## src/bpfrm_pkg.sv

```systemverilog
// ============================================================================
// bpfrm_pkg
// shared types and constants for the buffer pool free/ready manager
// ============================================================================
package bpfrm_pkg;

    // pool size and derived widths
    localparam int NUM_BUFFERS = 8;
    localparam int IDX_W       = $clog2(NUM_BUFFERS);
    localparam int CNT_W       = $clog2(NUM_BUFFERS + 1);
    localparam int SUM_W       = CNT_W + 1;

    // commands
    localparam logic [1:0] CMD_GET_WRITE = 2'd0;
    localparam logic [1:0] CMD_GET_READ  = 2'd1;
    localparam logic [1:0] CMD_RELEASE   = 2'd2;
    localparam logic [1:0] CMD_FORCE     = 2'd3;

    // buffer status
    localparam logic [1:0] ST_FREE  = 2'd0;
    localparam logic [1:0] ST_WRITE = 2'd1;
    localparam logic [1:0] ST_READY = 2'd2;
    localparam logic [1:0] ST_READ  = 2'd3;

    // result codes
    localparam logic [1:0] RC_OK      = 2'd0;
    localparam logic [1:0] RC_EMPTY   = 2'd1;
    localparam logic [1:0] RC_STATUS  = 2'd2;
    localparam logic [1:0] RC_RELEASE = 2'd3;

    // queue control from the decoder
    typedef struct packed {
        logic             pop;
        logic             push;
        logic [IDX_W-1:0] push_data;
    } t_q_ctrl;

    // queue status to the decoder
    typedef struct packed {
        logic [IDX_W-1:0] head_data;
        logic [CNT_W-1:0] fill;
    } t_q_stat;

    // one result
    typedef struct packed {
        logic [IDX_W-1:0] granted_index;
        logic [1:0]       result_code;
        logic [1:0]       new_status;
        logic [CNT_W-1:0] free_count;
        logic [CNT_W-1:0] ready_count;
    } t_result;

endpackage

```

## src/buffer_pool_free_ready_manager_top.sv

```systemverilog
// ============================================================================
// buffer_pool_free_ready_manager_top
// buffer pool manager with free and ready queues and per-buffer status
// ============================================================================
// usage
//   request channel: i_in_valid / o_in_stall carry i_command and
//   i_buffer_index; a request is taken on a rising edge with valid high and
//   stall low. get-for-write pops the oldest free buffer, get-for-read pops
//   the oldest ready buffer, release and force free act on i_buffer_index.
//   result channel: o_out_valid / i_out_stall carry one result per request:
//   granted index, result code, new status and both queue fill counts.
//   the result is registered into the output register, or into the skid
//   register while that one is held. throughput: one request per cycle
//   while o_in_stall is low; queue pop/push and the status table write
//   all happen at the accepting edge, so the next request sees the new pool.
//   empty queues never block: they come back as a result code.
//   reset (i_rst_n low, synchronous): free queue holds every index in order,
//   ready queue empty, all buffers free, no result pending. no clearing pass
//   is needed, the block takes requests as soon as reset is released.
//   receiver stall: the result register holds; one more result lands in a
//   skid register, and only then does o_in_stall rise.
// ============================================================================
module buffer_pool_free_ready_manager_top (
    input  logic                         i_clk,
    input  logic                         i_rst_n,
    input  logic                         i_in_valid,
    output logic                         o_in_stall,
    input  logic [1:0]                   i_command,
    input  logic [bpfrm_pkg::IDX_W-1:0]  i_buffer_index,
    output logic                         o_out_valid,
    input  logic                         i_out_stall,
    output logic [bpfrm_pkg::IDX_W-1:0]  o_granted_index,
    output logic [1:0]                   o_result_code,
    output logic [1:0]                   o_new_status,
    output logic [bpfrm_pkg::CNT_W-1:0]  o_free_count,
    output logic [bpfrm_pkg::CNT_W-1:0]  o_ready_count
);

    bpfrm_pkg::t_q_ctrl w_free_ctrl;
    bpfrm_pkg::t_q_ctrl w_ready_ctrl;
    bpfrm_pkg::t_q_stat w_free_stat;
    bpfrm_pkg::t_q_stat w_ready_stat;
    bpfrm_pkg::t_result w_result;
    bpfrm_pkg::t_result w_out;
    logic               w_full;
    logic               w_accept;

    // a request is taken whenever the skid register is free
    assign o_in_stall = w_full;
    assign w_accept   = i_in_valid && !w_full;

    // free queue starts full with all indices
    bpfrm_queue u_free_q (
        .i_clk        (i_clk),
        .i_rst_n      (i_rst_n),
        .i_start_full (1'b1),
        .i_ctrl       (w_free_ctrl),
        .o_stat       (w_free_stat)
    );

    // ready queue starts empty
    bpfrm_queue u_ready_q (
        .i_clk        (i_clk),
        .i_rst_n      (i_rst_n),
        .i_start_full (1'b0),
        .i_ctrl       (w_ready_ctrl),
        .o_stat       (w_ready_stat)
    );

    // decode and status table
    bpfrm_ctrl u_ctrl (
        .i_clk          (i_clk),
        .i_rst_n        (i_rst_n),
        .i_accept       (w_accept),
        .i_command      (i_command),
        .i_buffer_index (i_buffer_index),
        .i_free_stat    (w_free_stat),
        .i_ready_stat   (w_ready_stat),
        .o_free_ctrl    (w_free_ctrl),
        .o_ready_ctrl   (w_ready_ctrl),
        .o_result       (w_result)
    );

    // result register and skid
    bpfrm_out_buf u_out (
        .i_clk    (i_clk),
        .i_rst_n  (i_rst_n),
        .i_load   (w_accept),
        .i_result (w_result),
        .o_full   (w_full),
        .o_valid  (o_out_valid),
        .i_stall  (i_out_stall),
        .o_result (w_out)
    );

    assign o_granted_index = w_out.granted_index;
    assign o_result_code   = w_out.result_code;
    assign o_new_status    = w_out.new_status;
    assign o_free_count    = w_out.free_count;
    assign o_ready_count   = w_out.ready_count;

endmodule

```

## src/bpfrm_queue.sv

```systemverilog
// ============================================================================
// bpfrm_queue
// ring of buffer indices with head pointer and fill count
// ============================================================================
module bpfrm_queue (
    input  logic                 i_clk,
    input  logic                 i_rst_n,
    input  logic                 i_start_full,
    input  bpfrm_pkg::t_q_ctrl   i_ctrl,
    output bpfrm_pkg::t_q_stat   o_stat
);

    logic [bpfrm_pkg::IDX_W-1:0] r_slot [bpfrm_pkg::NUM_BUFFERS];
    logic [bpfrm_pkg::IDX_W-1:0] r_head;
    logic [bpfrm_pkg::IDX_W-1:0] n_head;
    logic [bpfrm_pkg::CNT_W-1:0] r_fill;
    logic [bpfrm_pkg::CNT_W-1:0] n_fill;
    logic [bpfrm_pkg::SUM_W-1:0] w_head_inc;
    logic [bpfrm_pkg::SUM_W-1:0] w_pos_sum;
    logic [bpfrm_pkg::SUM_W-1:0] w_pos;
    logic                        w_push_ok;

    // tail position, wrapped once
    assign w_pos_sum = bpfrm_pkg::SUM_W'(r_head) + bpfrm_pkg::SUM_W'(r_fill);
    assign w_pos     = (w_pos_sum >= bpfrm_pkg::SUM_W'(bpfrm_pkg::NUM_BUFFERS)) ?
                       w_pos_sum - bpfrm_pkg::SUM_W'(bpfrm_pkg::NUM_BUFFERS) : w_pos_sum;
    assign w_head_inc = bpfrm_pkg::SUM_W'(r_head) + bpfrm_pkg::SUM_W'(1);
    assign w_push_ok  = i_ctrl.push &&
                        (r_fill < bpfrm_pkg::CNT_W'(bpfrm_pkg::NUM_BUFFERS));

    always_comb begin
        n_head = r_head;
        if (i_ctrl.pop) begin
            if (w_head_inc >= bpfrm_pkg::SUM_W'(bpfrm_pkg::NUM_BUFFERS)) begin
                n_head = '0;
            end else begin
                n_head = w_head_inc[bpfrm_pkg::IDX_W-1:0];
            end
        end
        n_fill = r_fill + bpfrm_pkg::CNT_W'(w_push_ok) - bpfrm_pkg::CNT_W'(i_ctrl.pop);
    end

    always_ff @(posedge i_clk) begin
        if (!i_rst_n) begin
            r_head <= '0;
            r_fill <= i_start_full ? bpfrm_pkg::CNT_W'(bpfrm_pkg::NUM_BUFFERS) : '0;
        end else begin
            r_head <= n_head;
            r_fill <= n_fill;
        end
    end

    // contents: indices in order at reset
    always_ff @(posedge i_clk) begin
        if (!i_rst_n) begin
            for (int i = 0; i < bpfrm_pkg::NUM_BUFFERS; i++) begin
                r_slot[i] <= bpfrm_pkg::IDX_W'(i);
            end
        end else if (w_push_ok) begin
            r_slot[w_pos[bpfrm_pkg::IDX_W-1:0]] <= i_ctrl.push_data;
        end
    end

    assign o_stat.head_data = r_slot[r_head];
    assign o_stat.fill      = r_fill;

endmodule

```

## src/bpfrm_ctrl.sv

```systemverilog
// ============================================================================
// bpfrm_ctrl
// command decode, status table and result forming
// ============================================================================
module bpfrm_ctrl (
    input  logic                         i_clk,
    input  logic                         i_rst_n,
    input  logic                         i_accept,
    input  logic [1:0]                   i_command,
    input  logic [bpfrm_pkg::IDX_W-1:0]  i_buffer_index,
    input  bpfrm_pkg::t_q_stat           i_free_stat,
    input  bpfrm_pkg::t_q_stat           i_ready_stat,
    output bpfrm_pkg::t_q_ctrl           o_free_ctrl,
    output bpfrm_pkg::t_q_ctrl           o_ready_ctrl,
    output bpfrm_pkg::t_result           o_result
);

    logic [1:0]                  r_status [bpfrm_pkg::NUM_BUFFERS];
    logic [1:0]                  w_cur;
    logic [bpfrm_pkg::IDX_W-1:0] w_granted;
    logic [1:0]                  w_code;
    logic [1:0]                  w_nst;
    logic                        w_pop_f;
    logic                        w_pop_r;
    logic                        w_push_f;
    logic                        w_push_r;
    logic                        w_st_we;

    assign w_cur = r_status[i_buffer_index];

    always_comb begin
        w_granted = '0;
        w_code    = bpfrm_pkg::RC_OK;
        w_nst     = bpfrm_pkg::ST_FREE;
        w_pop_f   = 1'b0;
        w_pop_r   = 1'b0;
        w_push_f  = 1'b0;
        w_push_r  = 1'b0;
        w_st_we   = 1'b0;
        case (i_command)
            bpfrm_pkg::CMD_GET_WRITE: begin
                if (i_free_stat.fill == '0) begin
                    w_code = bpfrm_pkg::RC_EMPTY;
                end else begin
                    // queue contents always match the status table
                    w_pop_f   = 1'b1;
                    w_granted = i_free_stat.head_data;
                    w_nst     = bpfrm_pkg::ST_WRITE;
                    w_st_we   = 1'b1;
                end
            end
            bpfrm_pkg::CMD_GET_READ: begin
                if (i_ready_stat.fill == '0) begin
                    w_code = bpfrm_pkg::RC_EMPTY;
                end else begin
                    w_pop_r   = 1'b1;
                    w_granted = i_ready_stat.head_data;
                    w_nst     = bpfrm_pkg::ST_READ;
                    w_st_we   = 1'b1;
                end
            end
            bpfrm_pkg::CMD_RELEASE: begin
                w_granted = i_buffer_index;
                w_nst     = w_cur;
                if (w_cur == bpfrm_pkg::ST_READ) begin
                    w_nst = (i_ready_stat.fill == '0) ? bpfrm_pkg::ST_READY :
                                                        bpfrm_pkg::ST_FREE;
                end else if (w_cur == bpfrm_pkg::ST_WRITE) begin
                    w_nst = (i_free_stat.fill == '0) ? bpfrm_pkg::ST_FREE :
                                                       bpfrm_pkg::ST_READY;
                end else begin
                    w_code = bpfrm_pkg::RC_RELEASE;
                end
                if (w_code == bpfrm_pkg::RC_OK) begin
                    w_st_we  = 1'b1;
                    w_push_f = (w_nst == bpfrm_pkg::ST_FREE);
                    w_push_r = (w_nst != bpfrm_pkg::ST_FREE);
                end
            end
            default: begin
                // force free
                w_granted = i_buffer_index;
                w_nst     = w_cur;
                if (w_cur == bpfrm_pkg::ST_FREE || w_cur == bpfrm_pkg::ST_READY) begin
                    w_code = bpfrm_pkg::RC_STATUS;
                end else begin
                    w_nst    = bpfrm_pkg::ST_FREE;
                    w_st_we  = 1'b1;
                    w_push_f = 1'b1;
                end
            end
        endcase
    end

    always_ff @(posedge i_clk) begin
        if (!i_rst_n) begin
            for (int i = 0; i < bpfrm_pkg::NUM_BUFFERS; i++) begin
                r_status[i] <= bpfrm_pkg::ST_FREE;
            end
        end else if (i_accept && w_st_we) begin
            r_status[w_granted] <= w_nst;
        end
    end

    assign o_free_ctrl.pop        = i_accept && w_pop_f;
    assign o_free_ctrl.push       = i_accept && w_push_f;
    assign o_free_ctrl.push_data  = i_buffer_index;
    assign o_ready_ctrl.pop       = i_accept && w_pop_r;
    assign o_ready_ctrl.push      = i_accept && w_push_r;
    assign o_ready_ctrl.push_data = i_buffer_index;

    assign o_result.granted_index = w_granted;
    assign o_result.result_code   = w_code;
    assign o_result.new_status    = w_nst;
    assign o_result.free_count    = i_free_stat.fill + bpfrm_pkg::CNT_W'(w_push_f)
                                    - bpfrm_pkg::CNT_W'(w_pop_f);
    assign o_result.ready_count   = i_ready_stat.fill + bpfrm_pkg::CNT_W'(w_push_r)
                                    - bpfrm_pkg::CNT_W'(w_pop_r);

endmodule

```

## src/bpfrm_out_buf.sv

```systemverilog
// ============================================================================
// bpfrm_out_buf
// result register with a skid stage behind it
// ============================================================================
module bpfrm_out_buf (
    input  logic                i_clk,
    input  logic                i_rst_n,
    input  logic                i_load,
    input  bpfrm_pkg::t_result  i_result,
    output logic                o_full,
    output logic                o_valid,
    input  logic                i_stall,
    output bpfrm_pkg::t_result  o_result
);

    logic               r_out_valid;
    logic               r_skid_valid;
    bpfrm_pkg::t_result r_out;
    bpfrm_pkg::t_result r_skid;
    logic               w_take;

    assign w_take = r_out_valid && !i_stall;

    always_ff @(posedge i_clk) begin
        if (!i_rst_n) begin
            r_out_valid  <= 1'b0;
            r_skid_valid <= 1'b0;
        end else begin
            if (!r_out_valid || w_take) begin
                r_out_valid  <= r_skid_valid || i_load;
                r_skid_valid <= r_skid_valid && i_load;
            end else begin
                r_skid_valid <= r_skid_valid || i_load;
            end
        end
    end

    always_ff @(posedge i_clk) begin
        if (!r_out_valid || w_take) begin
            if (r_skid_valid) begin
                r_out <= r_skid;
                if (i_load) begin
                    r_skid <= i_result;
                end
            end else if (i_load) begin
                r_out <= i_result;
            end
        end else if (i_load) begin
            r_skid <= i_result;
        end
    end

    assign o_full   = r_skid_valid;
    assign o_valid  = r_out_valid;
    assign o_result = r_out;

endmodule

```

## config.mk

```make
export PLATFORM = sky130hd
export DESIGN_NAME = buffer_pool_free_ready_manager_top
export DESIGN_NICKNAME = d
export VERILOG_FILES = /design/src/bpfrm_pkg.sv /design/src/buffer_pool_free_ready_manager_top.sv /design/src/bpfrm_queue.sv /design/src/bpfrm_ctrl.sv /design/src/bpfrm_out_buf.sv
export SDC_FILE = /design/constraint.sdc
export NUM_CORES = 1
export LEC_CHECK = 0
export ABC_CLOCK_PERIOD_IN_PS = 4250
export BUFFER_PORTS_ARGS = -buffer_cell sky130_fd_sc_hd__buf_2
export CORE_ASPECT_RATIO = 1.1
export CORE_MARGIN = 1
export CORE_UTILIZATION = 56
export DETAILED_ROUTE_END_ITERATION = 16
export HOLD_SLACK_MARGIN = 0.02
export MAX_ROUTING_LAYER = met4
export PLACE_DENSITY_LB_ADDON = 0.05
export SYNTH_ARGS = -nofsm -noshare
export SYNTH_HDL_FRONTEND = slang
export SYNTH_SLANG_ARGS = --single-unit
```

## constraint.sdc

```tcl
create_clock -name i_clk -period 4.25 [get_ports i_clk]
set_input_delay 0.85 -clock i_clk [delete_from_list [all_inputs] [get_ports i_clk]]
set_output_delay 0.85 -clock i_clk [all_outputs]
set_load 0.05 [all_outputs]
```

==> results of run 1 <==
-- cell type report --
cell class	instances	area share, %
clock buffer	21	6.43
tap	143	2.61
inverter	32	1.75
sequential	116	47.6
timing repair buffer	39	3.36
clock inverter	11	1.97
multi-input combinational	311	36.3
-- through the flow --
step	utilization, %	setup WS (ns)	area (µm²)	setup TNS [ns]
global route	65.9	0.112	6850	0
detailed placement	60.4	-0.163	6280	-0.309
CTS	65.9	0.226	6850	0
global placement	60.4	-0.0928	6280	-0.121
finish	65.9	0.222	6850	0
floorplan	-	0.0120	5980	0
-- cell usage in the layout (no fill, tap or decap), types with 10 or more instances in the layout --
master and n:
edfxtp_1 94, inv_1 31, nor3_1 28, buf_2 25, nand2_1 24, mux2_2 22
dfxtp_1 22, or4_1 20, o31ai_1 20, ha_1 20, clkbuf_16 17, mux2i_1 14
buf_4 14, nor2_1 13, nand3_1 13, nor4_1 10, and2_1 10
-- worst paths after layout --
path	from	end	slack, ns
worst max register to register	u_ctrl.r_status[2][1]	u_out.o_result[2]	0.48
worst min-delay path	u_out.o_valid	u_out.o_full	0.52
worst min register to register	u_out.o_valid	u_out.o_full	0.52
worst max-delay path	i_buffer_index[0]	u_out.o_result[2]	0.22
-- power groups by stage --
stage	clock, mW	sequential, mW	combinational, mW
floorplan	0	1.52	0.483
detailed placement	0	1.41	0.779
global route	1.45	1.40	0.860
CTS	1.41	1.39	0.786
global placement	0	1.41	0.760
finish	1.39	1.39	0.782
-- worst max-delay path, cell delays in order --
cell and delay, ns:
buf_2 0.14, mux2_2 0.35, mux4_2 0.50, nand4b_1 0.15, or3b_1 0.39, or4_1 0.42, ha_1 0.29, inv_1 0.04
ha_1 0.22, fa_2 0.39, xor2_1 0.16, mux2_2 0.27
-- kinds of logic after synthesis --
| family | share of synthesized area, % |
|---|---|
| AND/OR/NAND/NOR | 15.3 |
| XOR/XNOR | 2.20 |
| multiplexers | 9.57 |
| buffers and inverters | 3.94 |
| flip-flops | 54.6 |
| adder cells (fa/ha/maj) | 6.20 |
| AO/OA/AOI/OAI | 8.21 |
-- per-layer routing --
layer | track usage [%] | part of all wire, % | wire length (µm) | vias up
met2 | 38.6 | 51 | 6130 | 78
met3 | 5.36 | 4.4 | 531 | 8
met4 | 7.87 | 0.83 | 99 | 0
li1 | - | - | - | 1921
met1 | 30.0 | 44 | 5220 | 1869
met5 | - | 0 | 0 | -
-- state kept, by name, summed over array words and instances (netlist names), named ones only --
signal / cells
u_free_q.r_slot: 24
u_ready_q.r_slot: 24
u_ctrl.r_status: 16
u_out.o_result: 15
u_out.r_skid: 15
u_free_q.r_fill: 4
u_ready_q.r_fill: 4
u_free_q.r_head: 3
u_ready_q.r_head: 3
u_out.o_full: 1
u_out.o_valid: 1
==> results.yml, run 1 <==
power:
  swShare_pct: 28.6
  switching_power_mw: 1.02
  power_density_nw_per_um2: 520
  vdd_drop_max_mv: 0.360
  seqPwrFrac_pct: 39.0
  combinationalPowerShare_pct: 22.0
  p_leak_nw: 2.44
  power.total_mw: 3.56
  power_frac_clock_pct: 39.0
  intPower_mw: 2.54
layout:
  final_cell_count_no_fill: 673
  multi_input_area_um2: 2490
  area_growth_pct: 14.7
  drive_gt1_share_pct: 20.2
  diodes: 0
  fillCellCount: 818
  num-nets-final: 552
  regArea_um2: 3260
logic_synthesis:
  avgSynthCellArea_um2: 12.3
  seq_area_frac_synth_pct: 54.6
  synth_area_leader_cell: "edfxtp_1"
  synth_enable_flop_cells: 94
  synth_area_um2: 5980
  synth_most_common_cell: "edfxtp_1"
  synth_cell_types: 55
  ys_top_cells_by_area: "edfxtp_1 47%, dfxtp_1 7.4%, ha_1 4.2%"
  synth_top_area_share_pct: 47.2
  synthFlopType: "edfxtp_1"
  synth_fp_nets: 521
  async_flop_share_pct: 0
  netlist_instances: 486
  ys_ff_latch: 116
  yosysWarnings: 0
  synth_common_cells: "94 x edfxtp_1, 31 x inv_1, 28 x nor3_1, 24 x nand2_1"
clock_tree:
  cts_tree: "built"
  cts_setup_buffers: 0
  path_clk_slew_ns: 0.05
  cts.sinks: 116
  cts_buffers: 17
  cts_max_level: 4
  clock_latency_ns: 0.41
  postCtsResizedCells: 0
  cts_root_buffer: "clkbuf_16"
  hold_buffers: 0
  clock_path_buffers: 2
routing:
  drtPass1Iterations: 5
  drc_errors: 0
  via_per_inst: 5.76
  drtIter0Drc: 199
  drt-wirelength-per-cell_um: 17.8
  detail-route-antenna-nets: 0
  wl_mm: 12.0
  via_count: 3876
grt:
  grt_pass1_vias: 3814
  grt_max_degree: 30
  grt_pass1_wl_mm: 19.0
  antenna_found_initial: 0
  overflow: 0
  grt_use_total_pct: 23.9
timing:
  slew_headroom_pct: 16.7
  clock_skew_ns: 0.0144
  drv_slew: 0
  fin_crit_sh_pct: 94.8
  period_minus_slack_ns: 4.03
  fmax_mhz: 248
  setup_viol: 0
  rsz0062_at_grt: "no"
  tightest_slew_ns: 1.24
  hold_violations: 0
  hold_ws_ns: 0.523
min_path:
  min_path_type: "reg2reg"
  hold-path-cell-count: 2
floorplanning:
  die_w_um: 100
  fp.coreArea_um2: 10400
  dieArea_um2: 11100
  die_y_um: 110
  num_rows: 39
  io_pins: 26
  initial_core_util_pct: 57.5
worst_setup_path:
  endpoint_kind: "register"
  critPathLaunchType: "input pin"
  crit_arrival_ns: 4.19
  worstPathRequired_ns: 4.41
  worst-setup-path-type: "in2reg"
  cp_max_fo: 5
  reg2regPathDepth: 11
placed_design:
  placed_cells: 641
  gp_congestion: 0.805
  port-buffer-count: 25
  dp_hpwl_mm: 8.65
run_status:
  outcome: "finished clean"
flow_run:
  drv_cap: 0
Power figures use the tool's default switching activity.
==> run 2: changes to the inputs <==
Settings changed: PLACE_DENSITY set to 0.77, PLACE_DENSITY_LB_ADDON 0.05 to unset.
==> results.yml, run 2 (synthesized netlist as in run 1, its figures left out) <==
run_status:
  outcome: "finished clean"
timing:
  fin_crit_sh_pct: 95.4
  drv_slew: 0
  hold_violations: 0
  setup_viol: 0
  period_minus_slack_ns: 4.05
  slew_headroom_pct: 20.9
  tightest_slew_ns: 1.18
  fin_setup_tns_ns: 0
  fmax_mhz: 247
  clock_skew_ns: 0.00989
  rsz0062_at_grt: "no"
worst_setup_path:
  endpoint_kind: "register"
  cp_max_fo: 17
  worstPathRequired_ns: 4.41
  cp_slowest_cell: "or4_1"
  critPathLaunchType: "input pin"
  crit_arrival_ns: 4.21
  rrSetupSlack_ns: 0.45
  critPathMaxStageDelay_ns: 0.43
  worst-setup-path-type: "in2reg"
  worstPathCellList: "buf_2 > buf_4 > mux2_2 > o22a_1 > nand4b_1 > or3b_1 > or4_1 > ha_1 > inv_1 > ha_1 > fa_2 > xor2_1 > mux2_2"
  reg2regPathDepth: 11
power:
  p_leak_nw: 2.48
  power.total_mw: 3.85
  vdd_drop_max_mv: 0.272
  power_density_nw_per_um2: 553
routing:
  via_count: 4103
  detail-route-antenna-nets: 0
  drtIter0Drc: 198
  drc_errors: 0
  drt-wirelength-per-cell_um: 18.7
  drtPass1Iterations: 5
  via_per_inst: 6.11
  wl_mm: 12.6
layout:
  final_common_cell: "edfxtp_1"
  diodes: 0
  fillCellCount: 713
  drive_gt1_share_pct: 20.4
  num-nets-final: 551
  reg_top3: "u_free_q.r_slot x24, u_ready_q.r_slot x24, u_ctrl.r_status x16"
  area_growth_pct: 16.4
  mostFrequentLayoutCells: "94 x edfxtp_1, 31 x inv_1, 28 x nor3_1, 25 x buf_2, 24 x nand2_1"
min_path:
  min_path_type: "reg2reg"
  hold-path-cell-count: 1
grt:
  overflow: 0
  grt_use_total_pct: 25.1
  grt_max_degree: 34
  antenna_found_initial: 0
  grt_pass1_vias: 4079
  grt_pass1_wl_mm: 20.0
clock_tree:
  clock_path_buffers: 2
  cts_setup_buffers: 0
  cts_buffers: 17
  postCtsResizedCells: 0
  path_clk_slew_ns: 0.05
  cts.sinks: 116
  cts_root_buffer: "clkbuf_16"
  cts_tree: "built"
  cts_max_level: 4
  hold_buffers: 0
  clock_latency_ns: 0.41
flow_run:
  drv_cap: 0
floorplanning:
  io_pins: 26
  fp.coreArea_um2: 10400
  initial_core_util_pct: 57.5
  die_w_um: 100
  die_y_um: 110
  dieArea_um2: 11100
  num_rows: 39
placed_design:
  gp_congestion: 0.880
  port-buffer-count: 25
  dp_hpwl_mm: 8.52
[run 2: report_power, final]
part | switching, mW | internal, mW | leakage, nW | total, mW
combinational | 0.514 | 0.283 | 1.11 | 0.797
clock | 0.508 | 1.15 | 0.328 | 1.66
sequential | 0.0445 | 1.35 | 1.04 | 1.39
[run 2: layout make-up]
class / count / area (µm²) / share of cell area (%)
flip-flops and latches: 116 / 3260 / 46.9
multi-input cells: 311 / 2490 / 35.7
clock buffers: 17 / 425 / 6.12
clock inverters: 15 / 260 / 3.74
repair buffers: 38 / 223 / 3.20
well taps: 143 / 179 / 2.57
inverters: 32 / 120 / 1.73
[run 2: final timing paths]
check	startpoint	endpoint
hold / removal	u_out.r_skid[13]	u_out.o_result[13]
hold reg to reg	u_out.r_skid[13]	u_out.o_result[13]
setup reg to reg	u_ctrl.r_status[2][1]	u_out.o_result[2]
setup / recovery	i_buffer_index[0]	u_out.o_result[2]
[run 2: worst max-delay path: cells and delay by family]
kind            cells  cell delay (ns)
xor+xnor            1             0.16
buf+inv             3             0.45
mux                 2             0.64
compound gates      1             0.21
simple gates        3             0.97
fa+ha+maj           3             0.92
[run 2: routing by layer]
metal | GRT usage, % | up-vias | wire (µm)
met1 | 28.1 | 2002 | 4950
li1 | - | 1926 | -
met2 | 42.9 | 148 | 6690
met4 | 10.9 | 0 | 267
met5 | - | - | 0
met3 | 6.56 | 27 | 684
[run 2: stage by stage]
step                setup WS [ns]  cell area (µm²)  cells  hold slack [ns]  util [%]
detailed placement         -0.151             6270    640            0.514      60.3
floorplan                  0.0120             5980    486            0.500         -
finish                      0.197             6960    672            0.542      66.9
global route                0.113             6960    672            0.555      66.9
global placement          -0.0943             6270    640            0.495      60.3
CTS                         0.242             6960    672            0.541      66.9
==> run 3: changes to the inputs <==
Settings changed: CORE_UTILIZATION 56 to 52, PLACE_DENSITY 0.77 to 0.73.
==> results.yml, run 3 (synthesized netlist as in run 1, its figures left out) <==
run_status:
  outcome: "finished clean"
grt:
  grt_use_total_pct: 23.5
  overflow: 0
  antenna_found_initial: 0
  grt_pass1_vias: 4144
  grt_max_degree: 34
  grt_pass1_wl_mm: 20.4
clock_tree:
  cts_buffers: 17
  cts.sinks: 116
  clock_path_buffers: 2
  postCtsResizedCells: 0
  cts_setup_buffers: 0
  cts_max_level: 4
  path_clk_slew_ns: 0.05
  cts_tree: "built"
  cts_root_buffer: "clkbuf_16"
  hold_buffers: 0
  clock_latency_ns: 0.42
timing:
  period_minus_slack_ns: 3.98
  fmax_mhz: 251
  hold_ws_ns: 0.540
  rsz0062_at_grt: "no"
  setup_viol: 0
  slew_headroom_pct: 12.8
  drv_slew: 0
  hold_violations: 0
  tightest_slew_ns: 1.30
  clock_skew_ns: 0.00797
  fin_crit_sh_pct: 93.7
placed_design:
  dpl_cell_area_um2: 6280
  dp_hpwl_mm: 8.85
  port-buffer-count: 25
  gp_congestion: 0.868
  placed_cells: 644
floorplanning:
  fp.coreArea_um2: 11100
  num_rows: 40
  io_pins: 26
  die_w_um: 104
  initial_core_util_pct: 54.0
  die_y_um: 114
  dieArea_um2: 11900
layout:
  reg_top3: "u_free_q.r_slot x24, u_ready_q.r_slot x24, u_ctrl.r_status x16"
  final_common_cell: "edfxtp_1"
  diodes: 0
  drive_gt1_share_pct: 20.4
  final_cell_count_no_fill: 676
  mostFrequentLayoutCells: "94 x edfxtp_1, 31 x inv_1, 28 x nor3_1, 25 x buf_2, 24 x nand2_1"
  utilization_pct: 62.1
  final_area_um2: 6870
  area_growth_pct: 14.9
  num-nets-final: 551
flow_run:
  drv_cap: 0
routing:
  drc_errors: 0
  drt-wirelength-per-cell_um: 18.3
  via_per_inst: 5.95
  drtPass1Iterations: 4
  drtIter0Drc: 204
  wl_mm: 12.4
  via_count: 4021
  detail-route-antenna-nets: 0
power:
  power_density_nw_per_um2: 520
  p_leak_nw: 2.45
  vdd_drop_max_mv: 0.241
  power.total_mw: 3.57
worst_setup_path:
  crit_arrival_ns: 4.15
  worstPathRequired_ns: 4.42
  cp_max_fo: 5
  endpoint_kind: "register"
  worst-setup-path-type: "in2reg"
  critPathLaunchType: "input pin"
min_path:
  min_path_type: "reg2reg"
run 3: worst paths after layout:
check	startpoint	end	slack, ns	depth (start not counted)
setup / recovery	i_buffer_index[0]	u_out.o_result[2]	0.27	12
hold / removal	u_out.r_skid[11]	u_out.o_result[11]	0.54	2
setup reg to reg	u_ctrl.r_status[3][1]	u_out.o_result[2]	0.52	11
hold reg to reg	u_out.r_skid[11]	u_out.o_result[11]	0.54	2
run 3: layout make-up:
| cell class | count | area, µm² |
|---|---|---|
| fill | 829 | 4190 |
| sequential | 116 | 3260 |
| multi-input combinational | 311 | 2490 |
| clock buffer | 25 | 527 |
| timing repair buffer | 38 | 223 |
| tap | 147 | 184 |
| inverter | 32 | 120 |
| clock inverter | 7 | 66.3 |
run 3: per-stage QoR:
step	TNS, ns	setup WS, ns
after floorplan	0	0.0120
after global placement	-0.136	-0.100
after detailed placement	-0.192	-0.122
after CTS	0	0.293
after global routing	0	0.139
final	0	0.270
run 3: metal layers:
| layer | share of wire, % | wire length [µm] | GRT usage [%] |
|---|---|---|---|
| met1 | 39 | 4860 | 26.0 |
| met3 | 5.5 | 684 | 6.60 |
| met2 | 53 | 6550 | 40.8 |
| met4 | 2.3 | 289 | 8.76 |
| met5 | 0 | 0 | - |
run 3: critical path, cell delays in order:
cell,delay (ns)
buf_2,0.15
mux2_2,0.34
mux4_2,0.49
nand4b_1,0.15
or3b_1,0.39
or4_1,0.42
ha_1,0.29
inv_1,0.04
ha_1,0.22
fa_2,0.39
xor2_1,0.16
mux2_2,0.26
run 3: report_power, final:
part	switching (mW)	internal [mW]
clock	0.487	0.914
combinational	0.500	0.282
sequential	0.0447	1.35
